--- src/hw/rtl/slt_pkg.sv ---
// Shared types and constants for the seat lease table.
package slt_pkg;

    // Request codes carried in the input tuser field.
    typedef enum logic [3:0] {
        CMD_TICK       = 4'd0,
        CMD_STATE      = 4'd1,
        CMD_JOIN       = 4'd2,
        CMD_LEAVE      = 4'd3,
        CMD_MOVE       = 4'd4,
        CMD_DIR        = 4'd5,
        CMD_BTN        = 4'd6,
        CMD_PING       = 4'd7,
        CMD_TAKE_PRESS = 4'd8
    } cmd_t;

    // Configuration register indexes.
    typedef enum logic [0:0] {
        REG_SEAT_COUNT = 1'b0,
        REG_TIMEOUT    = 1'b1
    } reg_index_t;

    // Direction codes that change a heading.
    localparam logic [2:0] DIR_UP   = 3'd1;
    localparam logic [2:0] DIR_LEFT = 3'd4;

    localparam logic [6:0]  POS_MAX       = 7'd100;
    localparam logic [6:0]  POS_RESET     = 7'd50;
    localparam logic [1:0]  PRESS_MAX     = 2'd3;
    localparam logic [15:0] AGE_MAX       = 16'hFFFF;
    localparam logic [15:0] TIMEOUT_RESET = 16'd9000;

    // Request as seen by one seat.
    typedef struct packed {
        cmd_t        cmd;
        logic        sel;       // seat addressed and within seat_count
        logic        take_sel;  // seat addressed by a take_press
        logic        in_count;  // seat lies below seat_count
        logic [15:0] timeout;
        logic [15:0] position;  // two's complement
        logic [2:0]  direction;
    } seat_req_t;

    // Facts about one seat before the update.
    typedef struct packed {
        logic owner_ok;
        logic press_any;
        logic released;
    } seat_flags_t;

    // Seat status after the update.
    typedef struct packed {
        logic       held;
        logic [6:0] position;
        logic [2:0] heading;
    } seat_stat_t;

endpackage

--- src/hw/rtl/slt_seat.sv ---
// State and update logic of one leased seat.
module slt_seat #(
    parameter int TOKEN_BITS = 32
) (
    input  logic                    clk,
    input  logic                    rst_n,
    input  logic                    step,
    input  slt_pkg::seat_req_t      req,
    input  logic [TOKEN_BITS-1:0]   token,
    output slt_pkg::seat_flags_t    flags,
    output slt_pkg::seat_stat_t     stat_next
);
    import slt_pkg::*;

    logic                  held_reg,    held_next;
    logic [TOKEN_BITS-1:0] owner_reg,   owner_next;
    logic [15:0]           age_reg,     age_next;
    logic [6:0]            pos_reg,     pos_next;
    logic [2:0]            heading_reg, heading_next;
    logic [1:0]            presses_reg, presses_next;

    logic        owner_ok;
    logic        released;
    logic [15:0] age_inc;
    logic [6:0]  pos_clamped;

    // Ownership check, saturating age and position clamp.
    always_comb
    begin
        owner_ok = held_reg && (owner_reg == token);
        age_inc  = (age_reg == AGE_MAX) ? age_reg : age_reg + 16'd1;
        if (req.position[15])
            pos_clamped = 7'd0;
        else if ($signed(req.position) > $signed({9'd0, POS_MAX}))
            pos_clamped = POS_MAX;
        else
            pos_clamped = req.position[6:0];
    end

    // Next state for the request in hand.
    always_comb
    begin
        held_next    = held_reg;
        owner_next   = owner_reg;
        age_next     = age_reg;
        pos_next     = pos_reg;
        heading_next = heading_reg;
        presses_next = presses_reg;
        released     = 1'b0;
        case (req.cmd)
            CMD_TICK:
            begin
                age_next = age_inc;
                if (req.in_count && held_reg && (age_inc > req.timeout))
                begin
                    held_next  = 1'b0;
                    owner_next = '0;
                    released   = 1'b1;
                end
            end
            CMD_JOIN:
            begin
                if (req.sel && (!held_reg || (owner_reg == token)))
                begin
                    held_next  = 1'b1;
                    owner_next = token;
                    age_next   = 16'd0;
                end
            end
            CMD_LEAVE:
            begin
                if (req.sel && owner_ok)
                begin
                    held_next  = 1'b0;
                    owner_next = '0;
                end
            end
            CMD_MOVE, CMD_DIR, CMD_BTN, CMD_PING:
            begin
                if (req.sel && owner_ok)
                begin
                    age_next = 16'd0;
                    if (req.cmd == CMD_MOVE)
                        pos_next = pos_clamped;
                    if ((req.cmd == CMD_DIR) && (req.direction inside {[DIR_UP:DIR_LEFT]}))
                        heading_next = req.direction;
                    if ((req.cmd == CMD_BTN) && (presses_reg < PRESS_MAX))
                        presses_next = presses_reg + 2'd1;
                end
            end
            CMD_TAKE_PRESS:
            begin
                if (req.take_sel && (presses_reg != 2'd0))
                    presses_next = presses_reg - 2'd1;
            end
            default:
            begin
            end
        endcase
    end

    // Seat state registers, updated once per processed request.
    always_ff @(posedge clk or negedge rst_n)
    begin
        if (!rst_n)
        begin
            held_reg    <= 1'b0;
            owner_reg   <= '0;
            age_reg     <= 16'd0;
            pos_reg     <= POS_RESET;
            heading_reg <= 3'd0;
            presses_reg <= 2'd0;
        end
        else if (step)
        begin
            held_reg    <= held_next;
            owner_reg   <= owner_next;
            age_reg     <= age_next;
            pos_reg     <= pos_next;
            heading_reg <= heading_next;
            presses_reg <= presses_next;
        end
    end

    // Report to the top level.
    always_comb
    begin
        flags.owner_ok     = owner_ok;
        flags.press_any    = (presses_reg != 2'd0);
        flags.released     = released;
        stat_next.held     = held_next;
        stat_next.position = pos_next;
        stat_next.heading  = heading_next;
    end

endmodule

--- src/hw/rtl/seat_lease_table.sv ---
// Top level of the two-seat lease table with stream ports and a register write port.
//
// Every request or tick takes one input transfer and yields exactly one result
// transfer. The block takes one item in every clock cycle while the output is not
// stalled: an item is held in the input register, all seats are updated in
// parallel from it and the result lands in the output register, which drives
// m_tvalid. The result register is the only limit on rate; s_tready depends
// combinationally on m_tready when both registers are full. The status fields
// show the seats after the request.
module seat_lease_table #(
    parameter int SEATS      = 2,
    parameter int TOKEN_BITS = 32
) (
    input  logic        clk,
    input  logic        rst_n,
    // Configuration write port.
    input  logic        cfg_we,
    input  logic [0:0]  cfg_index,
    input  logic [15:0] cfg_data,
    // Request stream.
    input  logic        s_tvalid,
    output logic        s_tready,
    input  logic [55:0] s_tdata,  // seat[1:0], token[33:2], position[49:34],
                                  // direction[52:50], zero fill [55:53]
    input  logic [3:0]  s_tuser,  // command[3:0]
    // Result stream.
    output logic        m_tvalid,
    input  logic        m_tready,
    output logic [23:0] m_tdata   // accepted[0], broadcast[1], seat_one_taken[2],
                                  // seat_two_taken[3], seat_one_position[10:4],
                                  // seat_two_position[17:11], seat_one_heading[20:18],
                                  // seat_two_heading[23:21]
);
    import slt_pkg::*;

    // Configuration registers.
    logic [1:0]  count_reg;
    logic [15:0] timeout_reg;
    logic [1:0]  count_wr;

    // Input register.
    logic        in_valid_reg, in_valid_next;
    logic [3:0]  cmd_reg;
    logic [1:0]  seat_reg;
    logic [31:0] token_reg;
    logic [15:0] pos_reg;
    logic [2:0]  dir_reg;

    // Result register.
    logic        out_valid_reg, out_valid_next;
    logic [23:0] out_data_reg;
    logic [23:0] result;

    logic                  advance;
    logic [63:0]           token_wide;
    logic [TOKEN_BITS-1:0] token_masked;
    cmd_t                  cmd;

    logic [SEATS-1:0] sel_vec;
    logic [SEATS-1:0] take_sel_vec;
    logic [SEATS-1:0] owner_vec;
    logic [SEATS-1:0] press_vec;
    logic [SEATS-1:0] released_vec;
    seat_flags_t      flags  [SEATS];
    seat_stat_t       stat   [SEATS];
    seat_req_t        req    [SEATS];

    logic       accepted;
    logic       broadcast;
    logic       two_taken;
    logic [6:0] two_position;
    logic [2:0] two_heading;

    // Handshake: a stored item moves on when the result register is empty or its result is taken.
    assign advance  = in_valid_reg && (!out_valid_reg || m_tready);
    assign s_tready = !in_valid_reg || advance;
    assign m_tvalid = out_valid_reg;
    assign m_tdata  = out_data_reg;

    assign cmd          = cmd_t'(cmd_reg);
    assign token_wide   = {32'd0, token_reg};
    assign token_masked = token_wide[TOKEN_BITS-1:0];

    // A seat count above the number of seats saturates.
    assign count_wr = ({2'b00, cfg_data[1:0]} > 4'(SEATS)) ? 2'(SEATS) : cfg_data[1:0];

    // Configuration writes.
    always_ff @(posedge clk or negedge rst_n)
    begin
        if (!rst_n)
        begin
            count_reg   <= 2'd0;
            timeout_reg <= TIMEOUT_RESET;
        end
        else if (cfg_we)
        begin
            case (reg_index_t'(cfg_index))
                REG_SEAT_COUNT: count_reg   <= count_wr;
                REG_TIMEOUT:    timeout_reg <= cfg_data;
                default:        count_reg   <= count_reg;
            endcase
        end
    end

    // Valid flags of both registers.
    always_comb
    begin
        if (s_tvalid && s_tready)
            in_valid_next = 1'b1;
        else if (advance)
            in_valid_next = 1'b0;
        else
            in_valid_next = in_valid_reg;

        if (advance)
            out_valid_next = 1'b1;
        else if (m_tready)
            out_valid_next = 1'b0;
        else
            out_valid_next = out_valid_reg;
    end

    always_ff @(posedge clk or negedge rst_n)
    begin
        if (!rst_n)
        begin
            in_valid_reg  <= 1'b0;
            out_valid_reg <= 1'b0;
        end
        else
        begin
            in_valid_reg  <= in_valid_next;
            out_valid_reg <= out_valid_next;
        end
    end

    // Input payload capture on each input transfer.
    always_ff @(posedge clk)
    begin
        if (s_tvalid && s_tready)
        begin
            cmd_reg   <= s_tuser;
            seat_reg  <= s_tdata[1:0];
            token_reg <= s_tdata[33:2];
            pos_reg   <= s_tdata[49:34];
            dir_reg   <= s_tdata[52:50];
        end
    end

    // One update unit per seat.
    for (genvar i = 0; i < SEATS; i++)
    begin : g_seat
        assign take_sel_vec[i] = ({2'b00, seat_reg} == 4'(i + 1));
        assign sel_vec[i]      = take_sel_vec[i] && (seat_reg <= count_reg);

        always_comb
        begin
            req[i].cmd       = cmd;
            req[i].sel       = sel_vec[i];
            req[i].take_sel  = take_sel_vec[i];
            req[i].in_count  = (4'(i) < {2'b00, count_reg});
            req[i].timeout   = timeout_reg;
            req[i].position  = pos_reg;
            req[i].direction = dir_reg;
        end

        slt_seat #(
            .TOKEN_BITS (TOKEN_BITS)
        ) u_seat (
            .clk       (clk),
            .rst_n     (rst_n),
            .step      (advance),
            .req       (req[i]),
            .token     (token_masked),
            .flags     (flags[i]),
            .stat_next (stat[i])
        );

        assign owner_vec[i]    = flags[i].owner_ok;
        assign press_vec[i]    = flags[i].press_any;
        assign released_vec[i] = flags[i].released;
    end

    // Outcome of the request, judged on the state before the update.
    always_comb
    begin
        accepted  = 1'b0;
        broadcast = 1'b0;
        if (cmd == CMD_TICK)
        begin
            accepted  = 1'b1;
            broadcast = |released_vec;
        end
        else if (cmd == CMD_TAKE_PRESS)
        begin
            accepted = |(press_vec & take_sel_vec);
        end
        else if ((cmd_reg > 4'(CMD_TAKE_PRESS)) || (count_reg == 2'd0))
        begin
            accepted = 1'b0;
        end
        else if (cmd == CMD_STATE)
        begin
            accepted  = 1'b1;
            broadcast = 1'b1;
        end
        else if (!(|sel_vec))
        begin
            accepted = 1'b0;
        end
        else if (cmd == CMD_JOIN)
        begin
            accepted  = 1'b1;
            broadcast = 1'b1;
        end
        else if (!(|(owner_vec & sel_vec)))
        begin
            accepted = 1'b0;
        end
        else if (cmd == CMD_LEAVE)
        begin
            accepted  = 1'b1;
            broadcast = 1'b1;
        end
        else
        begin
            accepted = 1'b1;
        end
    end

    // Second seat status; fixed values when only one seat is built.
    if (SEATS > 1)
    begin : g_two
        assign two_taken    = stat[1].held && (count_reg >= 2'd2);
        assign two_position = stat[1].position;
        assign two_heading  = stat[1].heading;
    end
    else
    begin : g_one
        assign two_taken    = 1'b0;
        assign two_position = POS_RESET;
        assign two_heading  = 3'd0;
    end

    assign result = {two_heading, stat[0].heading, two_position, stat[0].position,
                     two_taken, stat[0].held && (count_reg >= 2'd1), broadcast, accepted};

    // Result register.
    always_ff @(posedge clk)
    begin
        if (advance)
            out_data_reg <= result;
    end

endmodule

--- config.mk ---
export PLATFORM = sky130hd
export DESIGN_NAME = seat_lease_table
export DESIGN_NICKNAME = d
export VERILOG_FILES = /design/src/hw/rtl/slt_pkg.sv /design/src/hw/rtl/slt_seat.sv /design/src/hw/rtl/seat_lease_table.sv
export SDC_FILE = /design/constraint.sdc
export NUM_CORES = 1
export LEC_CHECK = 0
export BUFFER_PORTS_ARGS = -buffer_cell sky130_fd_sc_hd__buf_2
export CAP_MARGIN = 20
export CELL_PAD_IN_SITES_DETAIL_PLACEMENT = 0
export CELL_PAD_IN_SITES_GLOBAL_PLACEMENT = 1
export CORE_MARGIN = 8
export CORE_UTILIZATION = 48
export CTS_CLUSTER_SIZE = 10
export DETAILED_ROUTE_END_ITERATION = 10
export PLACE_DENSITY = 0.77
export SYNTH_ARGS = -nofsm -noshare
export SYNTH_HDL_FRONTEND = slang
export SYNTH_HIERARCHICAL = 1
export SYNTH_SLANG_ARGS = --single-unit
--- constraint.sdc ---
create_clock -name clk -period 4.7 [get_ports clk]
set_clock_uncertainty 0.2 [all_clocks]
set_input_delay 0.235 -clock clk [delete_from_list [all_inputs] [get_ports clk]]
set_output_delay 0.235 -clock clk [all_outputs]
set_load 0.02 [all_outputs]
==> summary.md <==
| Metric | Value |
|---|---|
| Status | completed |
| Worst hold path type | in2reg |
| Unrepaired setup endpoints after global routing | false |
| Cell Area, Synth | 11,630 um2 |
| Via count | 8,398 |
| Count of final setup violators | 0 |
| Htree depth | 1 |
| Hold depth | 3 |
| Die area | 29,470 um2 |
| LEAKAGE | 6.504 nW |
| M3 GR Usage | 0.02823 |
| Wirelength per Cell | 16.99 um |
| Hpwl dp | 18,150 um |
| Worst skew pair latency | 0.53 ns |
| Synth Net Count | 1,167 |
| Die Y | 171.7 um |
| Core footprint | 24,030 um2 |
| Synth cell types | 68 |
| # IOs | 108 |
| DRC | 0 |
| Period utilization | 0.8990 |
| Port Buf Inserts | 104 |
| Largest net degree at the start of global routing | 77 |
| Main synth FF type | dfrtp_1 |
| Max reg flops | 64 |
| Initial antenna violation count | 0 |
| Met1 global-route usage | 0.2371 |
| Vias in the first global route | 8,676 |
| F_max | 236.7 MHz |
| Mean Syn Cell Area | 11.09 um2 |
| Reg2Reg Depth | 14 |
| Routability congestion estimate | 0.8208 |
| CTS root buf | clkbuf_16 |
| Post-synth ARST share | 0.6368 |
| Grt total ovfl | 0 |
| Clock tree sinks | 223 |
| DR pass1 iterations | 5 |
| WL final | 26,840 um |
| Pwr dens | 358.3 nW/um2 |
| Final-stage net count | 1,356 |
| Clock tree buffer depth | 3 |
| Critical path endpoint category | register |
| Setup crit start kind | register |
| Final Max Tran Viols | 0 |
| Yosys warns | 6 |
| Critical path required time | 4.90 ns |
| Clock Pin Slew Worst Setup and Hold Paths | 0.05 ns |
| Post-synth EDFFs | 81 |
| FP Rows | 57 |
| Final instance area | 14,120 um2 |
| Layout area overhead | 21.44% |
| Final hold vios | 0 |
| Layout cells sized above 1 | 0.1982 |
| Filler Cells Inserted | 2,044 |
| Measured slew at the worst slew-check pin | 0.8532 ns |
| Final setup TNS | 0 ns |
| Mapped Cells | 1,049 |
| Synth Register Bits | 223 |
| Min Tclk post-route | 4.225 ns |
| First-pass GRT wire length | 44,310 um |
| Slew margin rel. | 0.4312 |
| IR drop worst, VDD | 0.0003300 V |
| GRT Overall Usage | 0.1868 |
| Initial DRC Count | 489 |
| Placed Area | 12,530 um2 |
| Number of antenna diodes | 0 |
| CP Class | reg2reg |
| Crit path max fanout | 32 |
| Seq/Total Area, Yosys | 0.5159 |
| Starting Density | 0.4839 |
| Vias per cell | 5.315 |
| M2 GR Usage | 0.3289 |
| CTS tree | built |
| # Max-Cap Violations | 0 |
| Die X | 171.7 um |
| Number of CTS-inserted buffers | 27 |
| Routed Antenna Nets | 0 |
| Crit path arrival time | 4.43 ns |
| GR peak layer | met2 |
power by group:
| part | switching (mW) | internal [mW] | total, mW | leakage [nW] |
|---|---|---|---|---|
| Sequential | 0.178 | 2.23 | 2.40 | 2.64 |
| Combinational | 0.444 | 0.373 | 0.817 | 3.48 |
| Clock | 0.750 | 1.09 | 1.84 | 0.377 |
kinds of logic (layout without fill, tap and decap cells):
| group | Yosys count | after routing | synth area share |
|---|---|---|---|
| fa+ha+maj | 36 | 36 | 0.03873 |
| buf+inv | 122 | 329 | 0.04389 |
| flops | 223 | 223 | 0.5159 |
| xor+xnor | 88 | 88 | 0.06627 |
| simple gates | 333 | 333 | 0.1481 |
| compound gates | 152 | 152 | 0.09930 |
| mux | 95 | 95 | 0.08779 |
final timing paths:
check / slack (ns) / to / startpoint
worst min-delay path: 0.06 / count_reg[0] / cfg_we
min in group asynchronous: 0.14 / g_seat[0].u_seat/age_reg[12] / rst_n
max in group asynchronous: 3.12 / timeout_reg[5] / rst_n
worst min register to register: 0.29 / g_seat[0].u_seat/pos_reg[4] / g_seat[0].u_seat/pos_reg[4]
worst max-delay path: 0.47 / g_seat[0].u_seat/owner_reg[5] / g_seat[0].u_seat/age_reg[4]
worst max register to register: 0.47 / g_seat[0].u_seat/owner_reg[5] / g_seat[0].u_seat/age_reg[4]
critical path, cell delays in order (launching register included):
cell and delay [ns]:
dfrtp_1 0.44, nand4_2 0.13, or3_1 0.35, or4_1 0.62, and3_1 0.22, nor2_1 0.13
ha_1 0.16, nand4_1 0.20, nor4_4 0.40, a21boi_0 0.29, o31ai_1 0.15, o2bb2ai_2 0.17
nand3_1 0.10, buf_4 0.28, a32o_1 0.26
cell type report:
class | instances | area [um2] | share of cell area
Sequential cell | 223 | 6000 | 0.4248
Multi-Input combinational cell | 704 | 5175 | 0.3664
Timing Repair Buffer | 201 | 1465 | 0.1037
Clock buffer | 44 | 759.5 | 0.05377
Tap cell | 324 | 405.4 | 0.02870
Inverter | 81 | 304.0 | 0.02153
Clock inverter | 3 | 15.01 | 0.001063
repair_timing:
action | CTS | global route
setup endpoints to repair | 0 | 24
hold buffers | 79 | 0
gates resized for setup | 0 | 5
hold endpoints to repair | 148 | 0
setup buffers | 0 | 0
through the flow:
step	hold WS, ns	setup WS [ns]	cells	utilization	total power [mW]
6_report	0.06293	0.4747	1580	0.5876	5.060
5_1_grt	0.04593	0.004427	1580	0.5876	5.348
4_1_cts	0.02847	0.3186	1580	0.5863	5.117
3_5_place_dp	0.1357	0.3454	1454	0.5212	3.202
3_3_place_gp	0.1336	0.4004	1454	0.5212	3.171
2_1_floorplan	-0.2606	0.7257	1049	-	2.942
cell usage in the layout, fill, tap and decap left out, types with 17 or more instances in the layout:
| cell | instances |
|---|---|
| a21oi_1 | 28 |
| a32o_1 | 32 |
| buf_2 | 103 |
| buf_4 | 17 |
| clkbuf_16 | 27 |
| dfrtp_1 | 131 |
| dlygate4sd3_1 | 79 |
| edfxtp_1 | 81 |
| ha_1 | 36 |
| inv_1 | 81 |
| mux2_2 | 54 |
| mux2i_1 | 39 |
| nand2_1 | 89 |
| nand3_1 | 24 |
| nor2_1 | 59 |
| nor3_1 | 26 |
| nor4_1 | 30 |
| o21ai_0 | 21 |
| xnor2_1 | 20 |
| xor2_1 | 68 |
routing by layer:
layer | vias to the layer above | part of all wire
met2 | 168 | 0.50
li1 | 4141 | -
met5 | - | 0
met3 | 35 | 0.045
met4 | 0 | 0.018
met1 | 4054 | 0.44
synth_stat cells, types with 9 or more instances:
library cell | count | area (um2)
dfrtp_1 | 131 | 3278
nand2_1 | 89 | 334.1
edfxtp_1 | 81 | 2432
inv_1 | 81 | 304.0
xor2_1 | 68 | 595.6
nor2_1 | 60 | 225.2
mux2_2 | 54 | 608.1
mux2i_1 | 39 | 390.4
ha_1 | 36 | 450.4
a32o_1 | 32 | 320.3
nor4_1 | 32 | 200.2
a21oi_1 | 28 | 140.1
nor3_1 | 27 | 135.1
nand3_1 | 24 | 120.1
clkbuf_1 | 21 | 78.83
o21ai_0 | 21 | 105.1
xnor2_1 | 20 | 175.2
and2_1 | 16 | 100.1
and3_1 | 16 | 100.1
nand4_1 | 16 | 100.1
a31oi_1 | 14 | 87.58
nor2b_1 | 14 | 87.58
dfstp_2 | 11 | 289.0
a211o_1 | 9 | 78.83
buf_4 | 9 | 67.56
nand2b_1 | 9 | 56.30
(Power assumes the default switching activity.)
